==> src/rtl/md4_hash_engine_defines.svh <==
// assertion helpers shared by the md4 engine files
`ifndef MD4_HASH_ENGINE_DEFINES_SVH
`define MD4_HASH_ENGINE_DEFINES_SVH

// same-cycle implication, clocked on clk, off during reset
`define MD4_ASSERT_NOW(lbl, ante, cons, msg) \
	lbl: assert property (@(posedge clk) disable iff (!arst_n) (ante) |-> (cons)) \
		else $error(msg);

// next-cycle implication, clocked on clk, off during reset
`define MD4_ASSERT_NEXT(lbl, ante, cons, msg) \
	lbl: assert property (@(posedge clk) disable iff (!arst_n) (ante) |=> (cons)) \
		else $error(msg);

`endif

==> src/rtl/md4_pkg.sv <==
`default_nettype none

package md4_pkg;

	localparam logic [3:0][31:0] MD4_IV = {
		32'h10325476, 32'h98BADCFE, 32'hEFCDAB89, 32'h67452301
	};
	localparam logic [31:0] MD4_K2      = 32'h5A827999;
	localparam logic [31:0] MD4_K3      = 32'h6ED9EBA1;
	localparam logic [7:0]  MD4_PAD     = 8'h80;
	localparam logic [5:0]  MD4_LAST_STEP = 6'd47;
	localparam logic [5:0]  MD4_LAST_BYTE = 6'd63;

	typedef enum logic [2:0] {
		ST_IDLE,
		ST_BYTES,
		ST_PAD,
		ST_LOAD,
		ST_COMP,
		ST_FFWD,
		ST_OUT
	} md4_state_t;

	// which block is being compressed
	typedef enum logic [1:0] {
		PH_DATA,
		PH_PAD,
		PH_FINAL
	} md4_phase_t;

	typedef struct packed {
		logic       load;
		logic       step;
		logic       ffwd;
		logic       clr;
		logic [5:0] step_idx;
	} md4_rnd_ctrl_t;

	typedef struct packed {
		logic       wr_en;
		logic [5:0] wr_pos;
		logic [7:0] wr_byte;
		logic [3:0] rd_idx;
		logic       zero_lo;
		logic       len_sel;
	} md4_buf_ctrl_t;

	// message word used by a step
	function automatic logic [3:0] md4_word_sel(input logic [5:0] i);
		logic [3:0] sel;
		unique case (i[5:4])
			2'd0:    sel = i[3:0];
			2'd1:    sel = {i[1:0], i[3:2]};
			default: sel = {i[0], i[1], i[2], i[3]};
		endcase
		return sel;
	endfunction

	// left rotate amount of a step
	function automatic logic [4:0] md4_rot(input logic [5:0] i);
		logic [4:0] s;
		unique case ({i[5:4], i[1:0]})
			4'b0000: s = 5'd3;
			4'b0001: s = 5'd7;
			4'b0010: s = 5'd11;
			4'b0011: s = 5'd19;
			4'b0100: s = 5'd3;
			4'b0101: s = 5'd5;
			4'b0110: s = 5'd9;
			4'b0111: s = 5'd13;
			4'b1000: s = 5'd3;
			4'b1001: s = 5'd9;
			4'b1010: s = 5'd11;
			4'b1011: s = 5'd15;
			default: s = 5'd3;
		endcase
		return s;
	endfunction

endpackage

`default_nettype wire

==> src/rtl/md4_msg_buf.sv <==
`default_nettype none

module md4_msg_buf
	import md4_pkg::*;
(
	input  wire logic          clk,
	input  wire md4_buf_ctrl_t ctrl,
	input  wire logic [63:0]   bit_len,
	output logic [31:0]        rd_word
);

	logic [15:0][31:0] buf_q;

	// byte-wide writes, byte i of the block in word i/4, lane i%4
	always_ff @(posedge clk) begin
		if (ctrl.wr_en) begin
			buf_q[ctrl.wr_pos[5:2]][{ctrl.wr_pos[1:0], 3'b000} +: 8] <= ctrl.wr_byte;
		end
	end

	// length words and the all-zero extra block are muxed in on read
	always_comb begin
		if (ctrl.len_sel && ctrl.rd_idx == 4'd14) begin
			rd_word = bit_len[31:0];
		end else if (ctrl.len_sel && ctrl.rd_idx == 4'd15) begin
			rd_word = bit_len[63:32];
		end else if (ctrl.zero_lo) begin
			rd_word = '0;
		end else begin
			rd_word = buf_q[ctrl.rd_idx];
		end
	end

endmodule

`default_nettype wire

==> src/rtl/md4_round_unit.sv <==
`default_nettype none

module md4_round_unit
	import md4_pkg::*;
(
	input  wire logic          clk,
	input  wire logic          arst_n,
	input  wire md4_rnd_ctrl_t ctrl,
	input  wire logic [31:0]   w,
	output logic [3:0][31:0]   cv
);

	logic [3:0][31:0] cv_q;
	logic [31:0] a_q, b_q, c_q, d_q;
	logic [31:0] f, k, sum;
	logic [63:0] dbl;
	logic [4:0]  s;

	always_comb begin
		unique case (ctrl.step_idx[5:4])
			2'd0: begin
				f = (b_q & c_q) | (~b_q & d_q);
				k = '0;
			end
			2'd1: begin
				f = (b_q & c_q) | (b_q & d_q) | (c_q & d_q);
				k = MD4_K2;
			end
			default: begin
				f = b_q ^ c_q ^ d_q;
				k = MD4_K3;
			end
		endcase
		s   = md4_rot(ctrl.step_idx);
		sum = a_q + f + w + k;
		dbl = {sum, sum} << s;
	end

	// working words rotate a <- d, b <- new, c <- b, d <- c
	always_ff @(posedge clk) begin
		if (ctrl.load) begin
			a_q <= cv_q[0];
			b_q <= cv_q[1];
			c_q <= cv_q[2];
			d_q <= cv_q[3];
		end else if (ctrl.step) begin
			a_q <= d_q;
			b_q <= dbl[63:32];
			c_q <= b_q;
			d_q <= c_q;
		end
	end

	always_ff @(posedge clk or negedge arst_n) begin
		if (!arst_n) begin
			cv_q <= MD4_IV;
		end else if (ctrl.clr) begin
			cv_q <= MD4_IV;
		end else if (ctrl.ffwd) begin
			cv_q[0] <= cv_q[0] + a_q;
			cv_q[1] <= cv_q[1] + b_q;
			cv_q[2] <= cv_q[2] + c_q;
			cv_q[3] <= cv_q[3] + d_q;
		end
	end

	assign cv = cv_q;

endmodule

`default_nettype wire

==> src/rtl/md4_hash_engine.sv <==
`default_nettype none

// md4 digest engine (rfc 1320). message words come in little endian, first
// byte in bits 7..0, with a valid byte count (values above four count as
// four) and a last flag; an empty message is one last word with zero bytes.
// bytes are packed into the 64-byte block one per cycle, held off while a
// full block is compressed; a word is not taken until the previous one is packed.
// each filled block then runs the 48-step compression through one shared
// step unit, one step per cycle, after a load step and before a
// feed-forward step.
// after the last word the pad sweep writes 0x80 and zeros one byte per cycle
// up to the block end, then one or two more compressions
// run; the length words are muxed in on read rather than written. the four
// digest words A, B, C, D then leave as four output transfers, digest_last on
// D, and the engine drops back to its reset state. msg_ready is high only
// while the engine is idle.
module md4_hash_engine
	import md4_pkg::*;
(
	input  wire logic        clk,
	input  wire logic        arst_n,
	input  wire logic        msg_valid,
	output logic             msg_ready,
	input  wire logic [31:0] message_word,
	input  wire logic [2:0]  word_bytes,
	input  wire logic        last_word,
	output logic             digest_valid,
	input  wire logic        digest_ready,
	output logic [31:0]      digest_word,
	output logic [1:0]       digest_index,
	output logic             digest_last
);

`include "md4_hash_engine_defines.svh"

	md4_state_t    state_q, state_d;
	md4_phase_t    phase_q;
	md4_rnd_ctrl_t rnd_ctrl;
	md4_buf_ctrl_t buf_ctrl;

	logic [31:0]      word_q;
	logic [2:0]       nb_q;      // clamped byte count of the held word
	logic [2:0]       bi_q;      // next byte of the held word
	logic             last_q;
	logic [5:0]       pos_q;     // byte position in the block
	logic [60:0]      len_q;     // message length in bytes, wraps like the bit count
	logic             pad_first_q;
	logic             pad_hi_q;  // 0x80 landed at byte 56 or later: two pad blocks
	logic [5:0]       step_q;
	logic [1:0]       out_idx_q;
	logic [31:0]      rd_word;
	logic [3:0][31:0] cv;
	logic [7:0]       cur_byte;
	logic             in_xfer, out_xfer, byte_wr, pad_wr;

	assign in_xfer  = msg_valid && msg_ready;
	assign out_xfer = digest_valid && digest_ready;
	assign cur_byte = 8'(word_q >> {bi_q[1:0], 3'b000});
	assign byte_wr  = (state_q == ST_BYTES) && (bi_q != nb_q);
	assign pad_wr   = (state_q == ST_PAD);

	always_ff @(posedge clk or negedge arst_n) begin
		if (!arst_n) begin
			state_q <= ST_IDLE;
		end else begin
			state_q <= state_d;
		end
	end

	// next state and control strobes
	always_comb begin
		state_d      = state_q;
		msg_ready    = 1'b0;
		digest_valid = 1'b0;
		rnd_ctrl     = '0;
		rnd_ctrl.step_idx = step_q;
		buf_ctrl     = '0;
		buf_ctrl.wr_pos  = pos_q;
		buf_ctrl.rd_idx  = md4_word_sel(step_q);
		buf_ctrl.len_sel = (phase_q == PH_FINAL);
		buf_ctrl.zero_lo = (phase_q == PH_FINAL) && pad_hi_q;
		unique case (state_q)
			ST_IDLE: begin
				msg_ready = 1'b1;
				if (msg_valid) begin
					state_d = ST_BYTES;
				end
			end
			ST_BYTES: begin
				if (bi_q != nb_q) begin
					buf_ctrl.wr_en   = 1'b1;
					buf_ctrl.wr_byte = cur_byte;
					if (pos_q == MD4_LAST_BYTE) begin
						state_d = ST_LOAD;
					end else if (bi_q + 3'd1 == nb_q) begin
						state_d = last_q ? ST_PAD : ST_IDLE;
					end
				end else begin
					state_d = last_q ? ST_PAD : ST_IDLE;
				end
			end
			ST_PAD: begin
				buf_ctrl.wr_en   = 1'b1;
				buf_ctrl.wr_byte = pad_first_q ? MD4_PAD : 8'h00;
				if (pos_q == MD4_LAST_BYTE) begin
					state_d = ST_LOAD;
				end
			end
			ST_LOAD: begin
				rnd_ctrl.load = 1'b1;
				state_d = ST_COMP;
			end
			ST_COMP: begin
				rnd_ctrl.step = 1'b1;
				if (step_q == MD4_LAST_STEP) begin
					state_d = ST_FFWD;
				end
			end
			ST_FFWD: begin
				rnd_ctrl.ffwd = 1'b1;
				unique case (phase_q)
					PH_DATA:  state_d = ST_BYTES;
					PH_PAD:   state_d = ST_LOAD;
					default:  state_d = ST_OUT;
				endcase
			end
			ST_OUT: begin
				digest_valid = 1'b1;
				if (digest_ready && out_idx_q == 2'd3) begin
					rnd_ctrl.clr = 1'b1;
					state_d = ST_IDLE;
				end
			end
			default: begin
				state_d = ST_IDLE;
			end
		endcase
	end

	// held word, no reset needed
	always_ff @(posedge clk) begin
		if (in_xfer) begin
			word_q <= message_word;
		end
	end

	always_ff @(posedge clk or negedge arst_n) begin
		if (!arst_n) begin
			nb_q        <= '0;
			bi_q        <= '0;
			last_q      <= 1'b0;
			pos_q       <= '0;
			len_q       <= '0;
			pad_first_q <= 1'b0;
			pad_hi_q    <= 1'b0;
			phase_q     <= PH_DATA;
			step_q      <= '0;
			out_idx_q   <= '0;
		end else begin
			if (in_xfer) begin
				nb_q        <= word_bytes[2] ? 3'd4 : word_bytes;
				bi_q        <= '0;
				last_q      <= last_word;
				pad_first_q <= 1'b1;
			end
			if (byte_wr) begin
				bi_q  <= bi_q + 3'd1;
				pos_q <= pos_q + 6'd1;
				len_q <= len_q + 61'd1;
				if (pos_q == MD4_LAST_BYTE) begin
					phase_q <= PH_DATA;
				end
			end
			if (pad_wr) begin
				pos_q       <= pos_q + 6'd1;
				pad_first_q <= 1'b0;
				if (pad_first_q) begin
					pad_hi_q <= (pos_q[5:3] == 3'b111);
				end
				// pad sweep ends; the first pad block may or may not hold the length
				if (pos_q == MD4_LAST_BYTE) begin
					if (pad_first_q) begin
						phase_q <= (pos_q[5:3] == 3'b111) ? PH_PAD : PH_FINAL;
					end else begin
						phase_q <= pad_hi_q ? PH_PAD : PH_FINAL;
					end
				end
			end
			if (state_q == ST_LOAD) begin
				step_q <= '0;
			end else if (state_q == ST_COMP) begin
				step_q <= step_q + 6'd1;
			end
			if (state_q == ST_FFWD && phase_q == PH_PAD) begin
				phase_q <= PH_FINAL;
			end
			if (out_xfer) begin
				out_idx_q <= out_idx_q + 2'd1;
				if (out_idx_q == 2'd3) begin
					len_q   <= '0;
					phase_q <= PH_DATA;
				end
			end
		end
	end

	md4_msg_buf u_buf (
		.clk     (clk),
		.ctrl    (buf_ctrl),
		.bit_len ({len_q, 3'b000}),
		.rd_word (rd_word)
	);

	md4_round_unit u_rnd (
		.clk    (clk),
		.arst_n (arst_n),
		.ctrl   (rnd_ctrl),
		.w      (rd_word),
		.cv     (cv)
	);

	// digest words come straight off the chaining registers
	assign digest_word  = cv[out_idx_q];
	assign digest_index = out_idx_q;
	assign digest_last  = (out_idx_q == 2'd3);

	`MD4_ASSERT_NOW(a_ready_not_busy, msg_ready, !digest_valid && state_q == ST_IDLE,
		"input ready while engine busy")
	`MD4_ASSERT_NOW(a_step_range, state_q == ST_COMP, step_q <= MD4_LAST_STEP,
		"compression step out of range")
	`MD4_ASSERT_NEXT(a_comp_ends, state_q == ST_COMP && step_q == MD4_LAST_STEP,
		state_q == ST_FFWD, "compression did not end after step 47")
	`MD4_ASSERT_NEXT(a_clean_restart, out_xfer && digest_last,
		state_q == ST_IDLE && pos_q == 6'd0 && len_q == 61'd0 && out_idx_q == 2'd0,
		"engine not back to reset state after digest")
	`MD4_ASSERT_NOW(a_pad_at_block_end, state_q == ST_LOAD && phase_q != PH_DATA,
		pos_q == 6'd0, "pad block compressed before sweep finished")

endmodule

`default_nettype wire

==> config.mk <==
export PLATFORM = sky130hd
export DESIGN_NAME = md4_hash_engine
export DESIGN_NICKNAME = d
export VERILOG_FILES = /design/src/rtl/md4_pkg.sv /design/src/rtl/md4_msg_buf.sv /design/src/rtl/md4_round_unit.sv /design/src/rtl/md4_hash_engine.sv
export VERILOG_INCLUDE_DIRS = /design/src /design/src/rtl
export SDC_FILE = /design/constraint.sdc
export NUM_CORES = 2
export LEC_CHECK = 0
export BUFFER_PORTS_ARGS = -buffer_cell sky130_fd_sc_hd__buf_2
export CELL_PAD_IN_SITES_DETAIL_PLACEMENT = 1
export CELL_PAD_IN_SITES_GLOBAL_PLACEMENT = 2
export CORE_ASPECT_RATIO = 0.75
export CORE_UTILIZATION = 47
export DETAILED_ROUTE_END_ITERATION = 8
export HOLD_SLACK_MARGIN = 0.03
export PLACE_DENSITY = 0.88
export SLEW_MARGIN = 0
export SYNTH_ARGS = -nofsm -noshare
export SYNTH_HDL_FRONTEND = slang
export SYNTH_SLANG_ARGS = --single-unit
==> constraint.sdc <==
create_clock -name clk -period 11.2 [get_ports clk]
set_clock_uncertainty 0.05 [all_clocks]
set_input_delay 0.56 -clock clk [delete_from_list [all_inputs] [get_ports clk]]
set_output_delay 0.56 -clock clk [all_outputs]
set_load 0.05 [all_outputs]
Yosys cells after proc, flatten, opt, wreduce, memory -nomap -nowiden
Memory sizes are Yosys's and may differ from the RTL's.
Index checks and enable logic that the tools add are counted.
{ "op_classes": {"reduce_logical": 20, "n_bitwise": 10, "magnitude_cmp": 4, "eq_ne": 22, "n_mux": 67, "n_shift": 4, "addsub": 13} }
{ "op_table": {"columns": ["op", "n"], "rows": [
  ["512-bit bitwise mux", 1],
  ["32-bit 2-to-1 mux", 14],
  ["128-bit 2-to-1 mux", 2],
  ["32-bit adder", 6],
  ["61-bit 2-to-1 mux", 3],
  ["32-bit bitwise AND", 4],
  ["32-bit binary-select mux with 4-bit select", 1],
  ["32-bit demux with 4-bit select", 1],
  ["32-bit OR", 3],
  ["32-bit binary-select mux with 2-bit select", 1],
  ["32-bit case mux with 2 select lines", 1],
  ["64-bit by 5-bit left shift with 64-bit output", 1],
  ["32-bit bitwise XOR", 2],
  ["31-bit case mux with 2 select lines", 1],
  ["61-bit by 1-bit adder with 61-bit output (second input constant)", 1],
  ["32-bit by 31-bit adder with 32-bit output", 1],
  ["32-bit NOT", 1],
  ["8-bit by 7-bit variable shift with 32-bit output (first input constant)", 1],
  ["8-bit by 7-bit indexed part select with 32-bit output", 1],
  ["32-bit by 5-bit right shift with 8-bit output", 1],
  ["3-bit 2-to-1 mux", 10],
  ["6-bit 2-to-1 mux", 4],
  ["2-bit 2-to-1 mux", 11],
  ["3-bit case mux with 7 select lines", 1],
  ["other kinds (31)", 67]
]} }
{ "word_totals": {"regBits": 889, "mem_count": 1, "romBits": 64, "word_cells": 177} }
{ "memory_table": {"columns": ["memory", "depth", "word_bits", "rd", "rd_ports_with_merged_regs", "wr", "line", "source"], "rows": [
  ["(no name shown)", 16, 4, 1, 0, 0, "md4_pkg.sv:62", "unique case ({i[5:4], i[1:0]})"]
]} }

Logic depth before layout (Yosys ltp)
{ "logic_depth": {"depth_word": 12, "mapped_depth": 29, "ltp_nobuf": 27} }

Modules after synthesis
From an unflattened synthesis, not the netlist that was laid out.
{ "hier_totals": {"cells_unflattened": 4408, "hier_area_um2": 50880.0} }
{ "by_module_without_submodules": {"columns": ["module", "cells_each", "n_inst", "area_each_um2"], "rows": [
  ["md4_round_unit", 2673, 1, 23158.5],
  ["md4_msg_buf", 1111, 1, 20970.1],
  ["md4_hash_engine", 624, 1, 6751.5]
]} }

Least setup slack after synthesis
OpenSTA, ideal clock, no wires.
{ "synth_timing": {"path_type": "flip-flop to flip-flop", "start": "reg step_q[4]", "end": "reg u_rnd.b_q[11] (data pin)", "required_time_ps": 10885, "path_slack_ps": 4393, "n_path_buf": 4, "stages_incl_launch_ff": 28, "synth_period_minus_slack_ps": 6807, "setup_time_ps": 265, "arrival_ps": 6492, "path_cell_list": "dfrtp_1 > buf_6 > mux2i_1 > o21ai_0 > clkbuf_1 > clkbuf_1 > buf_2 > mux4_2 > nand2_1 > nand3_1 > a32oi_1 > o21ai_0 > fa_1 > inv_1 > fa_1 > inv_1 > ha_1 > a21o_1 > a2111oi_2 > a211oi_1 > o21ai_1 > a31oi_1 > or4_1 > a21oi_1 > a211oi_1 > o22a_1 > a221oi_1 > o21ai_1"} }
{ "synth_between": {"elab_chain_len": 12, "word_cells_on_any_way": 21} }
{ "synth_lines": {"columns": ["item", "line", "source"], "rows": [
  ["from (decl)", "md4_hash_engine.sv:49", "logic [5:0] step_q;"],
  ["from (signal assigned)", "md4_hash_engine.sv:192", "step_q <= step_q + 6'd1;"],
  ["parallel branches: the longest is 9 deep, another holds 32-bit adder", null, null],
  ["64-bit by 5-bit left shift with 64-bit output (*)", "md4_round_unit.sv:36", "dbl = {sum, sum} << s;"],
  ["32-bit 2-to-1 mux (*)", "md4_round_unit.sv:46", "end else if (ctrl.step) begin"],
  ["32-bit 2-to-1 mux (*)", "md4_round_unit.sv:41", "if (ctrl.load) begin"],
  ["to (signal assigned)", "md4_round_unit.sv:43", "b_q <= cv_q[1];"],
  ["to (signal assigned)", "md4_round_unit.sv:48", "b_q <= dbl[63:32];"],
  ["to (decl)", "md4_round_unit.sv:14", "logic [31:0] a_q, b_q, c_q, d_q;"]
]} }
Every way passes the cells marked *. The select of a mux whose other input is x is not followed.
A chain may end at the register's enable or synchronous reset.

Worst setup path after layout
{ "layout_timing": {"start": "reg step_q[5]", "end": "reg u_rnd.b_q[9] (data pin)"} }
Same word-level chain as after synthesis.

==> run summary <==
Post-Syn Area per Cell: 11.28 um^2
Post-DP Area: 0.05176 mm^2
Die Ht: 284.4 um
Nets: 4761
Worst min path class: input pin to flop
# Max-Cap Violations: 0
Overall routed net length: 164700 um
Placeable core area: 0.1053 mm^2
Pins Over Slew Limit: 0
Vias in the first global route: 37640
Crit-path max FO: 37
Tot GR Track Use: 30.79%
Row count: 103
Worst skew pair latency: 730 ps
Detailed-placement wirelength estimate: 118000 um
Cell area after synthesis: 0.04999 mm^2
1st-iter DRT viols: 3982
Number of synthesized flops with an enable pin: 672
Mapped Cells: 4432
Ys Warns: 0
Tightest hold margin: 92.91 ps
Post-synth top area cell: edfxtp_1
Final Instance Count excl. Fillers: 5951
Root Driver: clkbuf_16
CP max stage delay: 660 ps
Max stage delay cell, worst path: dfrtp_2
Asr flop ratio synth: 24.41%
Clk sink count: 889
Buf+Inv Stages, Crit Path: 7
Sequential area share after synthesis: 51.39%
CP delay by family, top: compound AO/OA/AOI/OAI gates
Main area contributors after synthesis: edfxtp_1 40%, dfrtp_1 7.7%, mux4_2 7.3%
Area growth, synth to finish: 10.62%
Required @ worst endpoint: 11700 ps
GRT Residual Overflow: 0
Placer Congestion: 0.9173
H-tree levels: 3
Setup TNS: 0 ps
RSZ-0062 raised after global routing: no
Largest net degree at the start of global routing: 130
N_diodes: 0
Drt pass-1 iters: 6
Relative slew slack: 6.249%
TritonCTS clock tree: done
Clock period minus worst slack: 8606 ps
Wire per inst: 27.68 um
Worst Max-Slew Pin Slew: 1401 ps
Remaining antenna violation count: 0
Post_cts resized: 0
Commonest non-fill, non-tap cell in the layout: edfxtp_1
Max Clk Rate: 116.2 MHz
Post-synth top area share: 40.37%
Hold Fails Final Rpt: 0
Number of synthesized register bits: 889
Synthesized net count: 4738
Initial Util: 47.47%
Die area: 0.1077 mm^2
DR vias/cell: 6.310
Die width: 378.6 um
Type of origin of the critical path: flop
Endpoint class of the critical path: flop
IO Count: 77
Status: complete, no violations
Initial antenna violation count: 0
Via Count: 37550
Clk pin slew, worst setup/hold paths: 70 ps
First-pass GRT wire length: 248300 um
Critical path's most frequent cell: buf_4
Synth Flop Type: edfxtp_1
Post-synth cell types: 93
Final worst path period share: 76.84%
Ratio of cells with drive above 1 in the final layout: 12.57%
Endpoints failing setup: 0
CTS buffer count: 92
Most frequent cells in the layout: 672 x edfxtp_1, 627 x nand2_1, 356 x o21ai_0, 327 x nor2_1, 234 x a21oi_1
IO buf count: 76
Post-route design area: 0.05530 mm^2
DP Cell Count: 5742
Arr. time, crit path: 9110 ps
Setup CP Type: flop to flop
Clock Tree Buf Depth: 3
Detailed-route DRC error count: 0
## worst min-delay path, cell delays in order
cell	delay, ps
buf_2	100
nand2b_1	50
o21ai_0	80
## sequential cells by signal, summed over array words and instances (netlist names)
register      count
nb_q              3
state_q           3
word_q           32
pad_first_q       1
u_rnd.cv        128
u_buf.buf_q     512
u_rnd.d_q        32
u_rnd.b_q        32
u_rnd.a_q        32
pad_hi_q          1
phase_q           2
bi_q              3
step_q            6
last_q            1
digest_index      2
pos_q             6
len_q            61
u_rnd.c_q        32
## cells by family (layout without fill, tap and decap cells)
logic type,Yosys count,count (layout),synth area share (%)
buffers and inverters,431,533,3.349
multiplexers,230,230,8.713
AND/OR/NAND/NOR,1396,1396,12.33
flip-flops,889,889,51.39
XOR/XNOR,170,170,2.979
adder cells (fa/ha/maj),266,266,8.025
AO/OA/AOI/OAI,1050,1050,13.21
## area by class of cell
type	instances	area, um^2
clock inverter	59	750.7
tap	1417	1773
inverter	201	754.5
clock buffer	114	2425
timing repair buffer	159	1141
fill	11020	49990
sequential	889	25690
multi-input combinational	3112	22760
## path summary, 6_finish.rpt
path	from	end	slack, ps	cells past startpoint
setup / recovery	step_q[5]	u_rnd.b_q[9]	2590	26
hold / removal	word_bytes[0]	nb_q[0]	90	3
setup reg to reg	step_q[5]	u_rnd.b_q[9]	2590	26
hold reg to reg	last_q	last_q	460	1
max in group asynchronous	arst_n	u_rnd.cv[52]	8780	4
min in group asynchronous	arst_n	len_q[43]	330	2
## timing repair
action / 4_1_cts / 5_1_grt
hold endpoints to repair: 92 / 0
hold buffers: 36 / 0
setup buffers: 0 / 0
## per-layer routing
| layer | vias up | track usage [%] | wire length, um |
|---|---|---|---|
| met5 | - | 0 | 0 |
| met4 | 0 | 6.711 | 3429 |
| met3 | 204 | 5.827 | 14000 |
| met2 | 1540 | 44.77 | 71910 |
| met1 | 19380 | 47.57 | 75400 |
| li1 | 16430 | - | - |
## cell usage after synthesis (9+ instances only)
cell type  number
nand3_1       167
dfstp_2        64
and4_1          9
edfxtp_1      672
o21a_1         46
o2111ai_1       9
dfrtp_1       153
a21oi_1       235
nand4_1        23
ha_1          175
o21ai_0       357
and3_1         33
nor2b_1        26
a21o_1         63
nor2_1        330
o22ai_1        17
mux2i_1        51
a32oi_1        30
a211o_1        14
nand2_1       629
xor2_1         97
mux4_2        162
clkbuf_1      171
o211ai_1       71
a31oi_1        33
inv_1         200
buf_2          30
or3_1          36
o31ai_1        17
nand2b_1       30
nor3_1         53
fa_1           91
a211oi_1       29
xnor2_1        73
and2_1         20
mux2_2         15
buf_1          26
## stage by stage
| step | utilization, % | setup WS (ps) |
|---|---|---|
| floorplan | - | 4393 |
| global placement | 49.16 | 2937 |
| detailed placement | 49.16 | 2730 |
| CTS | 52.52 | 2697 |
| global route | 52.52 | 2157 |
| finish | 52.52 | 2594 |
Power is left out: the tool's default activity adds up to more than one toggle a clock period on the data nets, which glitch-free logic cannot reach.
